`src/rtl/core/bpc_pkg.sv`:
```
`timescale 1ns / 1ps

package bpc_pkg;

    // calibration register file
    localparam int NUM_CAL   = 5;
    localparam int CFG_IDX_W = 3;
    localparam int CAL_W     = 32;

    typedef enum logic [CFG_IDX_W-1:0] {
        CAL_AC1_AC2 = 3'd0,
        CAL_AC3_AC4 = 3'd1,
        CAL_AC5_AC6 = 3'd2,
        CAL_B1_B2   = 3'd3,
        CAL_MC_MD   = 3'd4
    } cal_idx_t;

    // unpacked coefficients
    typedef struct packed {
        logic signed [15:0] ac1;
        logic signed [15:0] ac2;
        logic signed [15:0] ac3;
        logic        [15:0] ac4;
        logic        [15:0] ac5;
        logic        [15:0] ac6;
        logic signed [15:0] b1;
        logic signed [15:0] b2;
        logic signed [15:0] mc;
        logic signed [15:0] md;
    } cal_t;

    // divider widths: temperature quotient/divisor, pressure quotient/divisor
    localparam int TQ_W = 27;
    localparam int TD_W = 19;
    localparam int PQ_W = 32;
    localparam int PD_W = 17;

    // sideband carried through the temperature divider
    typedef struct packed {
        logic signed [18:0] x1;
        logic               neg;
        logic               fault;
        logic        [15:0] up;
    } tside_t;

    // sideband carried through the pressure divider
    typedef struct packed {
        logic signed [15:0] t;
        logic               fault;
        logic               dbl;
    } pside_t;

    // compensation constants
    localparam logic signed [29:0] T_OFFSET = 30'sd4000;
    localparam logic        [31:0] P_HALF   = 32'd32768;
    localparam logic        [31:0] P_SCALE  = 32'd50000;
    localparam logic        [11:0] P_C1     = 12'd3038;
    localparam logic signed [47:0] P_C2     = -48'sd7357;
    localparam logic signed [48:0] P_C3     = 49'sd3791;

    // stage counts
    localparam int FRONT_LAT = 3;
    localparam int COEF_LAT  = 8;
    localparam int PRESS_LAT = 4;
    localparam int PIPE_LAT  = FRONT_LAT + TQ_W + COEF_LAT + PQ_W + PRESS_LAT;

endpackage

```
`src/rtl/core/bpc_press.sv`:
```
`timescale 1ns / 1ps

module bpc_press
    import bpc_pkg::*;
(
    input  logic               clk,
    input  logic               rst_n,
    input  logic               in_valid,
    input  logic [PQ_W-1:0]    in_quo,
    input  pside_t             in_side,
    output logic               done,
    output logic signed [15:0] temperature_tenths,
    output logic signed [31:0] pressure_pa,
    output logic               divide_fault
);

    logic [PRESS_LAT-2:0] v_reg;
    logic                 done_reg;

    logic        [32:0] p_next;
    logic        [32:0] p_reg [PRESS_LAT-1];
    pside_t             side_reg [PRESS_LAT-1];
    logic        [49:0] p1_sqp_reg, p1_sqp_next;
    logic signed [47:0] p1_m2_reg, p1_m2_next;
    logic        [61:0] p2_a_reg, p2_a_next;
    logic signed [31:0] p2_m2s_reg;
    logic signed [48:0] p3_sum_reg, p3_sum_next;
    logic        [31:0] pres;

    logic signed [15:0] t_out_reg;
    logic signed [31:0] p_out_reg;
    logic               fault_out_reg;

    always_ff @(posedge clk or negedge rst_n)
    begin
        if (!rst_n)
        begin
            v_reg    <= '0;
            done_reg <= 1'b0;
        end
        else
        begin
            v_reg    <= {v_reg[PRESS_LAT-3:0], in_valid};
            done_reg <= v_reg[PRESS_LAT-2];
        end
    end

    // stage 1: restore p, square of p>>8, linear term
    assign p_next      = in_side.dbl ? {in_quo, 1'b0} : {1'b0, in_quo};
    assign p1_sqp_next = p_next[32:8] * p_next[32:8];
    assign p1_m2_next  = $signed({15'd0, p_next}) * P_C2;

    // stage 2: quadratic coefficient
    assign p2_a_next = p1_sqp_reg * P_C1;

    // stage 3: correction sum
    assign p3_sum_next = $signed({3'b000, p2_a_reg[61:16]}) + 49'(p2_m2s_reg) + P_C3;

    // stage 4: final pressure
    assign pres = p_reg[PRESS_LAT-2][31:0] + 32'(p3_sum_reg >>> 4);

    always_ff @(posedge clk)
    begin
        p_reg[0]    <= p_next;
        side_reg[0] <= in_side;
        for (int i = 1; i < PRESS_LAT - 1; i++)
        begin
            p_reg[i]    <= p_reg[i-1];
            side_reg[i] <= side_reg[i-1];
        end
        p1_sqp_reg <= p1_sqp_next;
        p1_m2_reg  <= p1_m2_next;
        p2_a_reg   <= p2_a_next;
        p2_m2s_reg <= 32'(p1_m2_reg >>> 16);
        p3_sum_reg <= p3_sum_next;
    end

    // output register, zeros on a divide fault
    always_ff @(posedge clk)
    begin
        fault_out_reg <= side_reg[PRESS_LAT-2].fault;
        t_out_reg     <= side_reg[PRESS_LAT-2].fault ? 16'sd0 : side_reg[PRESS_LAT-2].t;
        p_out_reg     <= side_reg[PRESS_LAT-2].fault ? 32'sd0 : $signed(pres);
    end

    assign done               = done_reg;
    assign temperature_tenths = t_out_reg;
    assign pressure_pa        = p_out_reg;
    assign divide_fault       = fault_out_reg;

endmodule

```
`config.mk`:
```
export PLATFORM = sky130hd
export DESIGN_NAME = bpc_press
export DESIGN_NICKNAME = d
export VERILOG_FILES = /design/src/rtl/core/bpc_pkg.sv /design/src/rtl/core/bpc_press.sv
export SDC_FILE = /design/constraint.sdc
export NUM_CORES = 2
export LEC_CHECK = 0
export BUFFER_PORTS_ARGS = -buffer_cell sky130_fd_sc_hd__buf_4
export CAP_MARGIN = 20
export CORE_MARGIN = 3
export CORE_UTILIZATION = 65
export DETAILED_ROUTE_END_ITERATION = 10
export PLACE_DENSITY = 0.82
export RECOVER_POWER = 50
export SYNTH_ARGS = -nofsm -noshare
export SYNTH_HDL_FRONTEND = slang
export SYNTH_SLANG_ARGS = --single-unit
export TNS_END_PERCENT = 1
```
`constraint.sdc`:
```
create_clock -name clk -period 16.3 [get_ports clk]
set_input_delay 1.63 -clock clk [delete_from_list [all_inputs] [get_ports clk]]
set_output_delay 1.63 -clock clk [all_outputs]
set_load 0.005 [all_outputs]
```
==> flow_metrics.py <==
metrics = {
    "cts": {
        "postCtsSetupRepairBufs": 0,
        "htree_levels": 2,
        "cts_sinks": 380,
        "numCtsBuffers": 41,
        "cts_tree": "yes",
        "ctsResizeCount": 0,
        "cts_hold_buf": 0,
        "cts-root-buf": "clkbuf_16",
        "cts.clk_slew.worst_paths_ns": 0.06,
        "clock_latency_ns": 0.57,
        "clock_path_buffers": 3,
    },
    "timing": {
        "fin_tns_setup_ns": 0,
        "setup_viol": 0,
        "slew_headroom_pct": -112,
        "fmax_mhz": 83.7,
        "worst_slew_pin_slew_ns": 3.19,
        "fin_crit_sh_pct": 73.3,
        "maxSlewViolCount": 103,
        "final-hold-violation-count": 0,
        "rsz0062_at_grt": "no",
        "hold_ws_ns": 0.318,
        "fin_skew_ns": 0.0366,
        "layout_min_cycle_time_ns": 11.95,
    },
    "status": {
        "run_status": "finished with violations",
        "violations": "capacitance limit, slew limit",
    },
    "placed_design": {
        "portBuffers": 102,
        "routabilityCongestion": 0.984,
        "dpl.hpwl_mm": 91.8,
    },
    "floorplanning": {
        "rows": 96,
        "core_area_um2": 68900,
        "die-area_um2": 73200,
        "die_h_um": 271,
        "start_util_pct": 66.0,
        "die_w_um": 271,
        "ios": 103,
    },
    "routing": {
        "first_iter_violations": 2057,
        "wl_per_cell_um": 20.2,
        "via_count": 30900,
        "routed_via_density": 5.55,
        "wirelength_mm": 112,
        "dr.pass1.iters": 7,
        "ant_nets": 0,
        "route.detailed.drc": 0,
    },
    "synth": {
        "synth_fa_ha_area_share_pct": 55.9,
        "synth.avg_cell_area_um2": 10.2,
        "yosysWarningCount": 0,
        "async_flop_share_pct": 1.05,
        "synth-simple-area-share_pct": 6.14,
        "synth_edf_count": 0,
        "seq_area_frac_synth_pct": 16.8,
        "synth_area_um2": 45500,
        "synth_compound_area_share_pct": 6.17,
        "synth_top_family_by_area": "adder cells",
        "synth_seq_cells": 380,
        "yosysUniqueCellTypes": 72,
        "synthMuxAreaShare_pct": 0.783,
        "synth_cells": 4470,
        "synthXorXnorAreaFrac_pct": 3.54,
        "synth_ff_type": "dfxtp_1",
    },
    "critical_path": {
        "crit_buf_inv": 9,
        "r2r-start": "p1_sqp_reg[6]$_DFF_P_",
        "slowest_stage": "clkbuf_1",
        "required_ns": 16.74,
        "rrSetupSlack_ns": 9.47,
        "cp-start-kind": "input port",
        "crit_path_max_fanout": 50,
        "reg2reg_depth": 18,
        "worstSetupPathType": "in -> reg",
        "end_kind": "flip-flop",
        "worstReg2RegEnd": "p2_a_reg[49]$_DFF_P_",
        "crit_path_frequent_cell": "fa_1",
        "max_stage_delay_ns": 2.22,
        "critPathTopFamily": "adder cells",
        "crit_arrival_ns": 12.39,
    },
    "grt": {
        "track_usage_pct": 31.5,
        "grt_pass1_vias": 34000,
        "antenna_found_initial": 7,
        "grt_max_degree": 52,
        "grt_pass1_wl_mm": 179,
        "gr-total-overflow": 0,
    },
    "final_layout": {
        "areaGrowthSynthToFinish_pct": 7.39,
        "nNetsFinal": 6163,
        "final_cell_mix": "inv_1, fa_1, ha_1",
        "largest_reg_flops": 93,
        "drive_gt1_share_pct": 4.88,
        "final_common_cell": "inv_1",
        "antenna_cells": 0,
    },
    "hold_path": {
        "hp-start": "p1_m2_reg[18]$_DFF_P_",
        "hold_path_depth": 0,
        "min_path_type": "reg -> reg",
        "holdPathEnd": "p2_m2s_reg[2]$_DFF_P_",
    },
    "flow_run": {
        "cap_violations": 2,
    },
}
==> how the worst max path moves through the flow <==
stage | slack [ns] | end | cells past startpoint | startpoint
2_1_floorplan | 6.81 | p1_sqp_reg[48]$_DFF_P_ | 31 | in_side[0]
3_3_place_gp | 5.42 | p1_sqp_reg[48]$_DFF_P_ | 27 | in_side[0]
3_5_place_dp | 5.55 | p1_sqp_reg[48]$_DFF_P_ | 27 | in_side[0]
4_1_cts | 6.12 | p1_sqp_reg[48]$_DFF_P_ | 27 | in_side[0]
5_1_grt | 3.95 | p1_sqp_reg[48]$_DFF_P_ | 28 | in_side[0]
6_report | 4.35 | p1_sqp_reg[48]$_DFF_P_ | 28 | in_side[0]
==> routing by layer <==
layer,share of wire (%),up-vias,global-route usage (%)
li1,-,13900,-
met1,37,15300,39.0
met2,49,1254,53.5
met3,8.4,420,6.46
met4,5.4,10,14.5
met5,0.054,-,0
==> Yosys cell counts, types with 4 or more instances <==
cell / n / area share, %
inv_1: 1235 / 10
fa_1: 874 / 38
ha_1: 636 / 17
dfxtp_1: 376 / 17
nand2_1: 233 / 1.9
nor2_1: 198 / 1.6
a21oi_1: 140 / 1.5
xnor2_1: 117 / 2.3
a21o_1: 79 / 1.3
o21ai_0: 75 / 0.82
xor2_1: 67 / 1.3
clkbuf_1: 50 / 0.41
nor2b_1: 38 / 0.52
and3_1: 31 / 0.43
mux2i_1: 30 / 0.66
nand3_1: 24 / 0.26
nand2b_1: 23 / 0.32
a31oi_1: 22 / 0.30
nand4_1: 21 / 0.29
nor3_1: 21 / 0.23
o21bai_1: 19 / 0.31
a211oi_1: 17 / 0.28
o21a_1: 16 / 0.26
o211ai_1: 11 / 0.18
clkinv_1: 7 / 0.058
or3_1: 7 / 0.096
and2_1: 6 / 0.082
o22ai_1: 6 / 0.082
o31a_1: 6 / 0.12
or2_2: 6 / 0.082
a21boi_0: 5 / 0.082
mux2_2: 5 / 0.12
o21ai_1: 5 / 0.055
a311oi_1: 4 / 0.077
dfrtp_1: 4 / 0.22
nor3b_1: 4 / 0.066
o2111ai_1: 4 / 0.077
==> cell type report <==
type / instances / area [um^2]
Clock buffer: 53 / 1110
Clock inverter: 21 / 238
Fill cell: 4938 / 20100
Timing Repair Buffer: 139 / 1040
Inverter: 1242 / 4660
Tap cell: 931 / 1160
Multi-Input combinational cell: 2796 / 33000
Sequential cell: 380 / 7630
==> through the flow <==
step                cell area (um^2)  utilization (%)  setup WS, ns  std cells
finish                         48900             70.9          4.35       5562
global placement               47500             68.9          5.42       5487
global route                   48900             70.9          3.95       5562
CTS                            48900             70.9          6.12       5561
detailed placement             47500             68.9          5.55       5487
floorplan                      45500                -          6.81       4472
==> cells by family (layout without fill, tap and decap cells) <==
group / Yosys count / in the layout
adder cells (fa/ha/maj): 1510 / 1510
buffers and inverters: 1296 / 1455
AND/OR/NAND/NOR: 623 / 623
AO/OA/AOI/OAI: 441 / 441
flip-flops: 380 / 380
XOR/XNOR: 184 / 184
multiplexers: 35 / 35
other: 1 / 3
Power is left out: the tool's default activity adds up to more than one toggle a clock period on the data nets, which glitch-free logic cannot reach.
