## src/rtl/core/bpc_div.sv

```systemverilog
`timescale 1ns / 1ps

module bpc_div
#(
    parameter int NW = 32,
    parameter int DW = 17,
    parameter int SW = 1
)
(
    input  logic          clk,
    input  logic          rst_n,
    input  logic          in_valid,
    input  logic [NW-1:0] in_num,
    input  logic [DW-1:0] in_den,
    input  logic [SW-1:0] in_side,
    output logic          out_valid,
    output logic [NW-1:0] out_quo,
    output logic [SW-1:0] out_side
);

    logic          v_reg    [NW];
    logic [NW-1:0] nq_reg   [NW];
    logic [DW-1:0] rem_reg  [NW];
    logic [DW-1:0] den_reg  [NW];
    logic [SW-1:0] side_reg [NW];

    // one quotient bit per stage, restoring
    for (genvar k = 0; k < NW; k++) begin : g_stage
        logic          cur_v;
        logic [NW-1:0] cur_nq;
        logic [DW-1:0] cur_rem;
        logic [DW-1:0] cur_den;
        logic [SW-1:0] cur_side;
        logic [DW:0]   trial;
        logic [DW:0]   trial_sub;
        logic          ge;

        if (k == 0) begin : g_first
            assign cur_v    = in_valid;
            assign cur_nq   = in_num;
            assign cur_rem  = '0;
            assign cur_den  = in_den;
            assign cur_side = in_side;
        end
        else begin : g_next
            assign cur_v    = v_reg[k-1];
            assign cur_nq   = nq_reg[k-1];
            assign cur_rem  = rem_reg[k-1];
            assign cur_den  = den_reg[k-1];
            assign cur_side = side_reg[k-1];
        end

        assign trial     = {cur_rem, cur_nq[NW-1]};
        assign trial_sub = trial - {1'b0, cur_den};
        assign ge        = (trial >= {1'b0, cur_den});

        always_ff @(posedge clk or negedge rst_n)
        begin
            if (!rst_n)
                v_reg[k] <= 1'b0;
            else
                v_reg[k] <= cur_v;
        end

        always_ff @(posedge clk)
        begin
            nq_reg[k]   <= {cur_nq[NW-2:0], ge};
            rem_reg[k]  <= ge ? trial_sub[DW-1:0] : trial[DW-1:0];
            den_reg[k]  <= cur_den;
            side_reg[k] <= cur_side;
        end
    end

    assign out_valid = v_reg[NW-1];
    assign out_quo   = nq_reg[NW-1];
    assign out_side  = side_reg[NW-1];

endmodule

```

## config.mk

```make
export PLATFORM = sky130hd
export DESIGN_NAME = bpc_div
export DESIGN_NICKNAME = d
export VERILOG_FILES = /design/src/rtl/core/bpc_div.sv
export SDC_FILE = /design/constraint.sdc
export NUM_CORES = 2
export LEC_CHECK = 0
export ABC_AREA = 1
export BUFFER_PORTS_ARGS = -buffer_cell sky130_fd_sc_hd__buf_2
export CORE_MARGIN = 5
export CORE_UTILIZATION = 30
export CTS_CLUSTER_SIZE = 16
export DETAILED_ROUTE_END_ITERATION = 10
export GPL_TIMING_DRIVEN = 0
export SLEW_MARGIN = 20
export SYNTH_ARGS = -nofsm -noshare
export SYNTH_HDL_FRONTEND = slang
export SYNTH_SLANG_ARGS = --single-unit
export TNS_END_PERCENT = 50
```

## constraint.sdc

```tcl
create_clock -name clk -period 2.7 [get_ports clk]
set_clock_uncertainty 0.1 [all_clocks]
set_input_delay 0.675 -clock clk [delete_from_list [all_inputs] [get_ports clk]]
set_output_delay 0.675 -clock clk [all_outputs]
set_load 0.03 [all_outputs]
```

==> report_table.html <==
<table>
<tr><th>Metric</th><th>Value</th></tr>
<tr><th colspan="2">Floorplan</th></tr>
<tr><td>IO Count</td><td>87</td></tr>
<tr><td>Die width</td><td>547 um</td></tr>
<tr><td>Rows</td><td>197</td></tr>
<tr><td>Die height</td><td>547 um</td></tr>
<tr><td>Area of the die</td><td>299000 sq um</td></tr>
<tr><td>Core Footprint</td><td>288000 sq um</td></tr>
<tr><td>Initial core utilization</td><td>30.1%</td></tr>
<tr><th colspan="2">Synth</th></tr>
<tr><td>Post-synthesis net count</td><td>11619</td></tr>
<tr><td>Number of distinct standard cells referenced by the synthesized netlist</td><td>46</td></tr>
<tr><td>Post-synthesis instance area</td><td>86600 sq um</td></tr>
<tr><td>Fraction of synthesis flops using an asynchronous set or reset pin</td><td>1.49%</td></tr>
<tr><td>Dominant cells by area after synthesis</td><td>sky130_fd_sc_hd__dfxtp_1 (49%), sky130_fd_sc_hd__nand2_1 (17%), sky130_fd_sc_hd__inv_1 (8.7%), sky130_fd_sc_hd__ha_1 (7.6%), sky130_fd_sc_hd__nand3_1 (5.0%)</td></tr>
<tr><td>Most repeated cell in the gate-level netlist after synthesis</td><td>sky130_fd_sc_hd__nand2_1</td></tr>
<tr><td>Flip-flop and latch count after synthesis</td><td>2142</td></tr>
<tr><td>Mapped Avg Cell Area</td><td>7.86 sq um</td></tr>
<tr><td>Most used standard cells in the synthesized netlist</td><td>sky130_fd_sc_hd__nand2_1 (3938), sky130_fd_sc_hd__dfxtp_1 (2110), sky130_fd_sc_hd__inv_1 (2008)</td></tr>
<tr><td>Number of enable flip-flop cells after synthesis</td><td>0</td></tr>
<tr><td>Area fraction of the dominant cell type after synthesis</td><td>48.8%</td></tr>
<tr><td>Sequential share of the synthesized area</td><td>49.7%</td></tr>
<tr><td>Cell accounting for the most synthesized area</td><td>sky130_fd_sc_hd__dfxtp_1</td></tr>
<tr><td>Total number of yosys warnings</td><td>0</td></tr>
<tr><td>Most instantiated flip-flop cell in the synthesis netlist</td><td>sky130_fd_sc_hd__dfxtp_1</td></tr>
<tr><td>Gate count of the mapped netlist</td><td>11007</td></tr>
<tr><th colspan="2">Placement</th></tr>
<tr><td>Post-place setup slack</td><td>0.0441 ns</td></tr>
<tr><td>Final Wtd Congestion</td><td>0.862</td></tr>
<tr><td>Placement-stage cell area</td><td>91700 sq um</td></tr>
<tr><td>HPWL Detailed</td><td>150 mm</td></tr>
<tr><td>Port Buffer Count</td><td>86</td></tr>
<tr><td>Cell count after placement</td><td>14874</td></tr>
<tr><th colspan="2">Critical path</th></tr>
<tr><td>Peak fanout along the critical path</td><td>10</td></tr>
<tr><td>End of the worst register-to-register path</td><td>rem_reg[1][27]$_DFF_P_</td></tr>
<tr><td>Slack of the worst reg-to-reg path</td><td>0.23 ns</td></tr>
<tr><td>Start of the worst register-to-register path</td><td>nq_reg[2][31]$_DFF_P_</td></tr>
<tr><td>Kind of critical path</td><td>flip-flop to flip-flop</td></tr>
<tr><td>CP Launch Type</td><td>flip-flop</td></tr>
<tr><td>Type of destination of the critical path</td><td>flip-flop</td></tr>
<tr><td>Data required, critical path</td><td>3.35 ns</td></tr>
<tr><td>Worst Reg2Reg Path Length in Cells</td><td>14</td></tr>
<tr><td>Data arrival time at the worst-slack endpoint</td><td>3.12 ns</td></tr>
<tr><th colspan="2">Clock tree</th></tr>
<tr><td>Maximum clock insertion buffer count</td><td>4</td></tr>
<tr><td>Inserted Clock Buffers</td><td>234</td></tr>
<tr><td>Number of H-tree branching levels</td><td>4</td></tr>
<tr><td>Clock sink total</td><td>2142</td></tr>
<tr><td>Worst skew pair latency</td><td>0.87 ns</td></tr>
<tr><td>TritonCTS clock tree</td><td>built</td></tr>
<tr><td>Worst-path clk slew</td><td>0.06 ns</td></tr>
<tr><td>Clk Tree Root Cell</td><td>sky130_fd_sc_hd__clkbuf_16</td></tr>
<tr><th colspan="2">STA</th></tr>
<tr><td>Final Worst Setup Slack</td><td>0.226 ns</td></tr>
<tr><td>Headroom to the max-slew limit</td><td>34.0%</td></tr>
<tr><td>Final slew viol count</td><td>0</td></tr>
<tr><td>Final setup violating endpoints</td><td>0</td></tr>
<tr><td>Shortest clock period the worst path allows after layout</td><td>2.47 ns</td></tr>
<tr><td>Share of the clock period used by the worst path</td><td>91.6%</td></tr>
<tr><td>Number of hold-slack violations in the final timing report</td><td>0</td></tr>
<tr><td>Fmax</td><td>404 MHz</td></tr>
<tr><td>Worst Max-Slew Pin Slew</td><td>0.986 ns</td></tr>
<tr><th colspan="2">Layout</th></tr>
<tr><td>Largest register FFs</td><td>1024</td></tr>
<tr><td>Final-stage net count</td><td>11995</td></tr>
<tr><td>Share of post-route cells with drive strength above 1</td><td>7.48%</td></tr>
<tr><td>P&amp;R area growth vs syn</td><td>16.1%</td></tr>
<tr><td>Fill cell instance count of the final layout</td><td>29864</td></tr>
<tr><td>Area of all placed cells without fillers</td><td>100000 sq um</td></tr>
<tr><td>Number of standard cells in the layout, taps in and fillers out</td><td>15366</td></tr>
<tr><td>Post-layout utilization of the core</td><td>34.9%</td></tr>
<tr><th colspan="2">Global routing</th></tr>
<tr><td>GRT Total Usage</td><td>12.7%</td></tr>
<tr><td>Total global routing overflow</td><td>0</td></tr>
<tr><td>Initial antenna violation count</td><td>4</td></tr>
<tr><td>Via count of the first global-routing pass</td><td>60571</td></tr>
<tr><td>Wire length of the first global-routing pass</td><td>314 mm</td></tr>
<tr><td>Maximum number of pins on one net before global-route repair</td><td>33</td></tr>
<tr><th colspan="2">Min path</th></tr>
<tr><td>Type of the tightest min-delay check</td><td>flip-flop to flip-flop</td></tr>
<tr><td>Endpoint of the worst hold-timing path</td><td>nq_reg[1][130]$_DFF_P_</td></tr>
<tr><td>Hold path startpoint</td><td>nq_reg[1][97]$_DFF_P_</td></tr>
<tr><td>Hold path cells</td><td>0</td></tr>
<tr><th colspan="2">Routing</th></tr>
<tr><td>Number of DRC violations after detailed-routing iteration 0</td><td>3426</td></tr>
<tr><td>Length of the first detailed-routing pass in iterations</td><td>6</td></tr>
<tr><td>Remaining antenna violation count</td><td>0</td></tr>
<tr><td>Final routed DRC violation total</td><td>0</td></tr>
<tr><td>Avg Vias per Cell</td><td>4.15</td></tr>
<tr><td>Total vias in the final route</td><td>63808</td></tr>
<tr><td>Post-DR wirelength/cell</td><td>12.7 um</td></tr>
<tr><td>Drt total wl</td><td>195 mm</td></tr>
<tr><th colspan="2">Power</th></tr>
<tr><td>PD cells</td><td>1090 nW/um^2</td></tr>
<tr><td>Largest voltage drop on the vdd net</td><td>0.000553 V</td></tr>
<tr><td>Leakage Power</td><td>54.2 nW</td></tr>
<tr><th colspan="2">Outcome</th></tr>
<tr><td>Outcome</td><td>finished, final reports clean</td></tr>
<tr><th colspan="2">Flow run</th></tr>
<tr><td>Max-cap violation count</td><td>0</td></tr>
</table>
## final cells by class
| cell class | count | area (sq um) | share of cell area [%] |
|---|---|---|---|
| Antenna cell | 1 | 2.50 | 0.00249 |
| Buffer | 102 | 821 | 0.817 |
| Clock buffer | 317 | 6700 | 6.67 |
| Clock inverter | 120 | 1520 | 1.52 |
| Inverter | 2036 | 7640 | 7.61 |
| Multi-Input combinational cell | 6727 | 35100 | 34.9 |
| Sequential cell | 2142 | 43000 | 42.8 |
| Tap cell | 3781 | 4730 | 4.71 |
| Timing Repair Buffer | 140 | 966 | 0.961 |
## cell usage in the layout, fill, tap and decap left out, types with 14 or more instances in the layout
cell,count
sky130_fd_sc_hd__xor2_1,181
sky130_fd_sc_hd__clkbuf_1,34
sky130_fd_sc_hd__o21ai_2,15
sky130_fd_sc_hd__dlygate4sd3_1,52
sky130_fd_sc_hd__bufinv_16,25
sky130_fd_sc_hd__nand4_1,52
sky130_fd_sc_hd__and2_1,44
sky130_fd_sc_hd__clkinv_4,14
sky130_fd_sc_hd__buf_4,40
sky130_fd_sc_hd__buf_6,29
sky130_fd_sc_hd__nand3_1,859
sky130_fd_sc_hd__nor2_2,39
sky130_fd_sc_hd__clkbuf_8,47
sky130_fd_sc_hd__nor2_1,380
sky130_fd_sc_hd__dfxtp_1,2110
sky130_fd_sc_hd__or2_1,29
sky130_fd_sc_hd__clkinvlp_4,26
sky130_fd_sc_hd__inv_2,28
sky130_fd_sc_hd__dfrtp_1,32
sky130_fd_sc_hd__clkbuf_16,237
sky130_fd_sc_hd__buf_2,117
sky130_fd_sc_hd__nand2_4,54
sky130_fd_sc_hd__inv_1,2008
sky130_fd_sc_hd__nor3_1,40
sky130_fd_sc_hd__fa_1,30
sky130_fd_sc_hd__nor4_4,26
sky130_fd_sc_hd__nand3b_1,38
sky130_fd_sc_hd__nor2_4,27
sky130_fd_sc_hd__and3_1,26
sky130_fd_sc_hd__xnor2_1,29
sky130_fd_sc_hd__nand2_2,65
sky130_fd_sc_hd__ha_1,529
sky130_fd_sc_hd__clkinv_2,38
sky130_fd_sc_hd__nand2_1,3938
sky130_fd_sc_hd__a21oi_1,274
## repair_timing
| item | in CTS | in global routing |
|---|---|---|
| endpoints found under the hold margin | 83 | 0 |
| endpoints found under the setup margin | 0 | 2 |
| resized for setup | 0 | 0 |
| hold buffers | 52 | 0 |
| setup buffers | 0 | 2 |
## stage by stage
stage	hold slack (ns)	setup TNS, ns	power [mW]
after floorplan	0.210	0	67.4
after global placement	0.210	0	76.5
after detailed placement	0.212	0	76.7
after CTS	0.176	0	111
after global routing	0.197	-0.000237	118
final	0.190	0	109
## worst max path at each step
stage                                start                  endpoint  slack, ns
floorplan           nq_reg[1][159]$_DFF_P_   rem_reg[0][224]$_DFF_P_       0.71
global placement                in_num[31]  rem_reg[0][1]$_SDFF_PP0_       0.02
detailed placement              in_num[31]  rem_reg[0][1]$_SDFF_PP0_       0.04
CTS                  nq_reg[2][31]$_DFF_P_    rem_reg[1][27]$_DFF_P_        0.1
global route         nq_reg[2][31]$_DFF_P_    rem_reg[1][27]$_DFF_P_    -0.0002
finish               nq_reg[2][31]$_DFF_P_    rem_reg[1][27]$_DFF_P_       0.23
## report_power, final
| part | switching, mW | total (mW) | internal, mW |
|---|---|---|---|
| Sequential | 3.01 | 40.2 | 37.2 |
| Combinational | 23.1 | 35.8 | 12.7 |
| Clock | 13.2 | 33.1 | 19.9 |
## critical path, stage by stage, from the launching register on
cell and delay, ns:
sky130_fd_sc_hd__dfxtp_1 0.36, sky130_fd_sc_hd__inv_1 0.08, sky130_fd_sc_hd__ha_1 0.14, sky130_fd_sc_hd__inv_1 0.06, sky130_fd_sc_hd__fa_1 0.40, sky130_fd_sc_hd__nand2_1 0.09
sky130_fd_sc_hd__nand2_1 0.10, sky130_fd_sc_hd__nand3b_1 0.10, sky130_fd_sc_hd__nand2_1 0.10, sky130_fd_sc_hd__nand2_1 0.11, sky130_fd_sc_hd__nand2_2 0.09, sky130_fd_sc_hd__nand2_4 0.11
sky130_fd_sc_hd__buf_2 0.28, sky130_fd_sc_hd__nand3_1 0.11, sky130_fd_sc_hd__nand2_1 0.14
## routing by layer
metal / vias to the layer above / GRT usage [%] / routed length, um / part of all wire, %
met2: 1063 / 21.9 / 91200 / 47
met4: 2 / 4.27 / 6540 / 3.4
met5: - / 0 / 20 / 0.010
met1: 28229 / 16.2 / 88300 / 45
li1: 34128 / - / - / -
met3: 386 / 2.04 / 8470 / 4.4
## cells by family after synthesis
family	share of synthesized area, %
simple gates	28.1
flops	49.7
fa+ha+maj	8.34
xor+xnor	2.12
compound gates	1.95
buf+inv	9.78
Note: power is estimated with default switching activity, not from simulation.
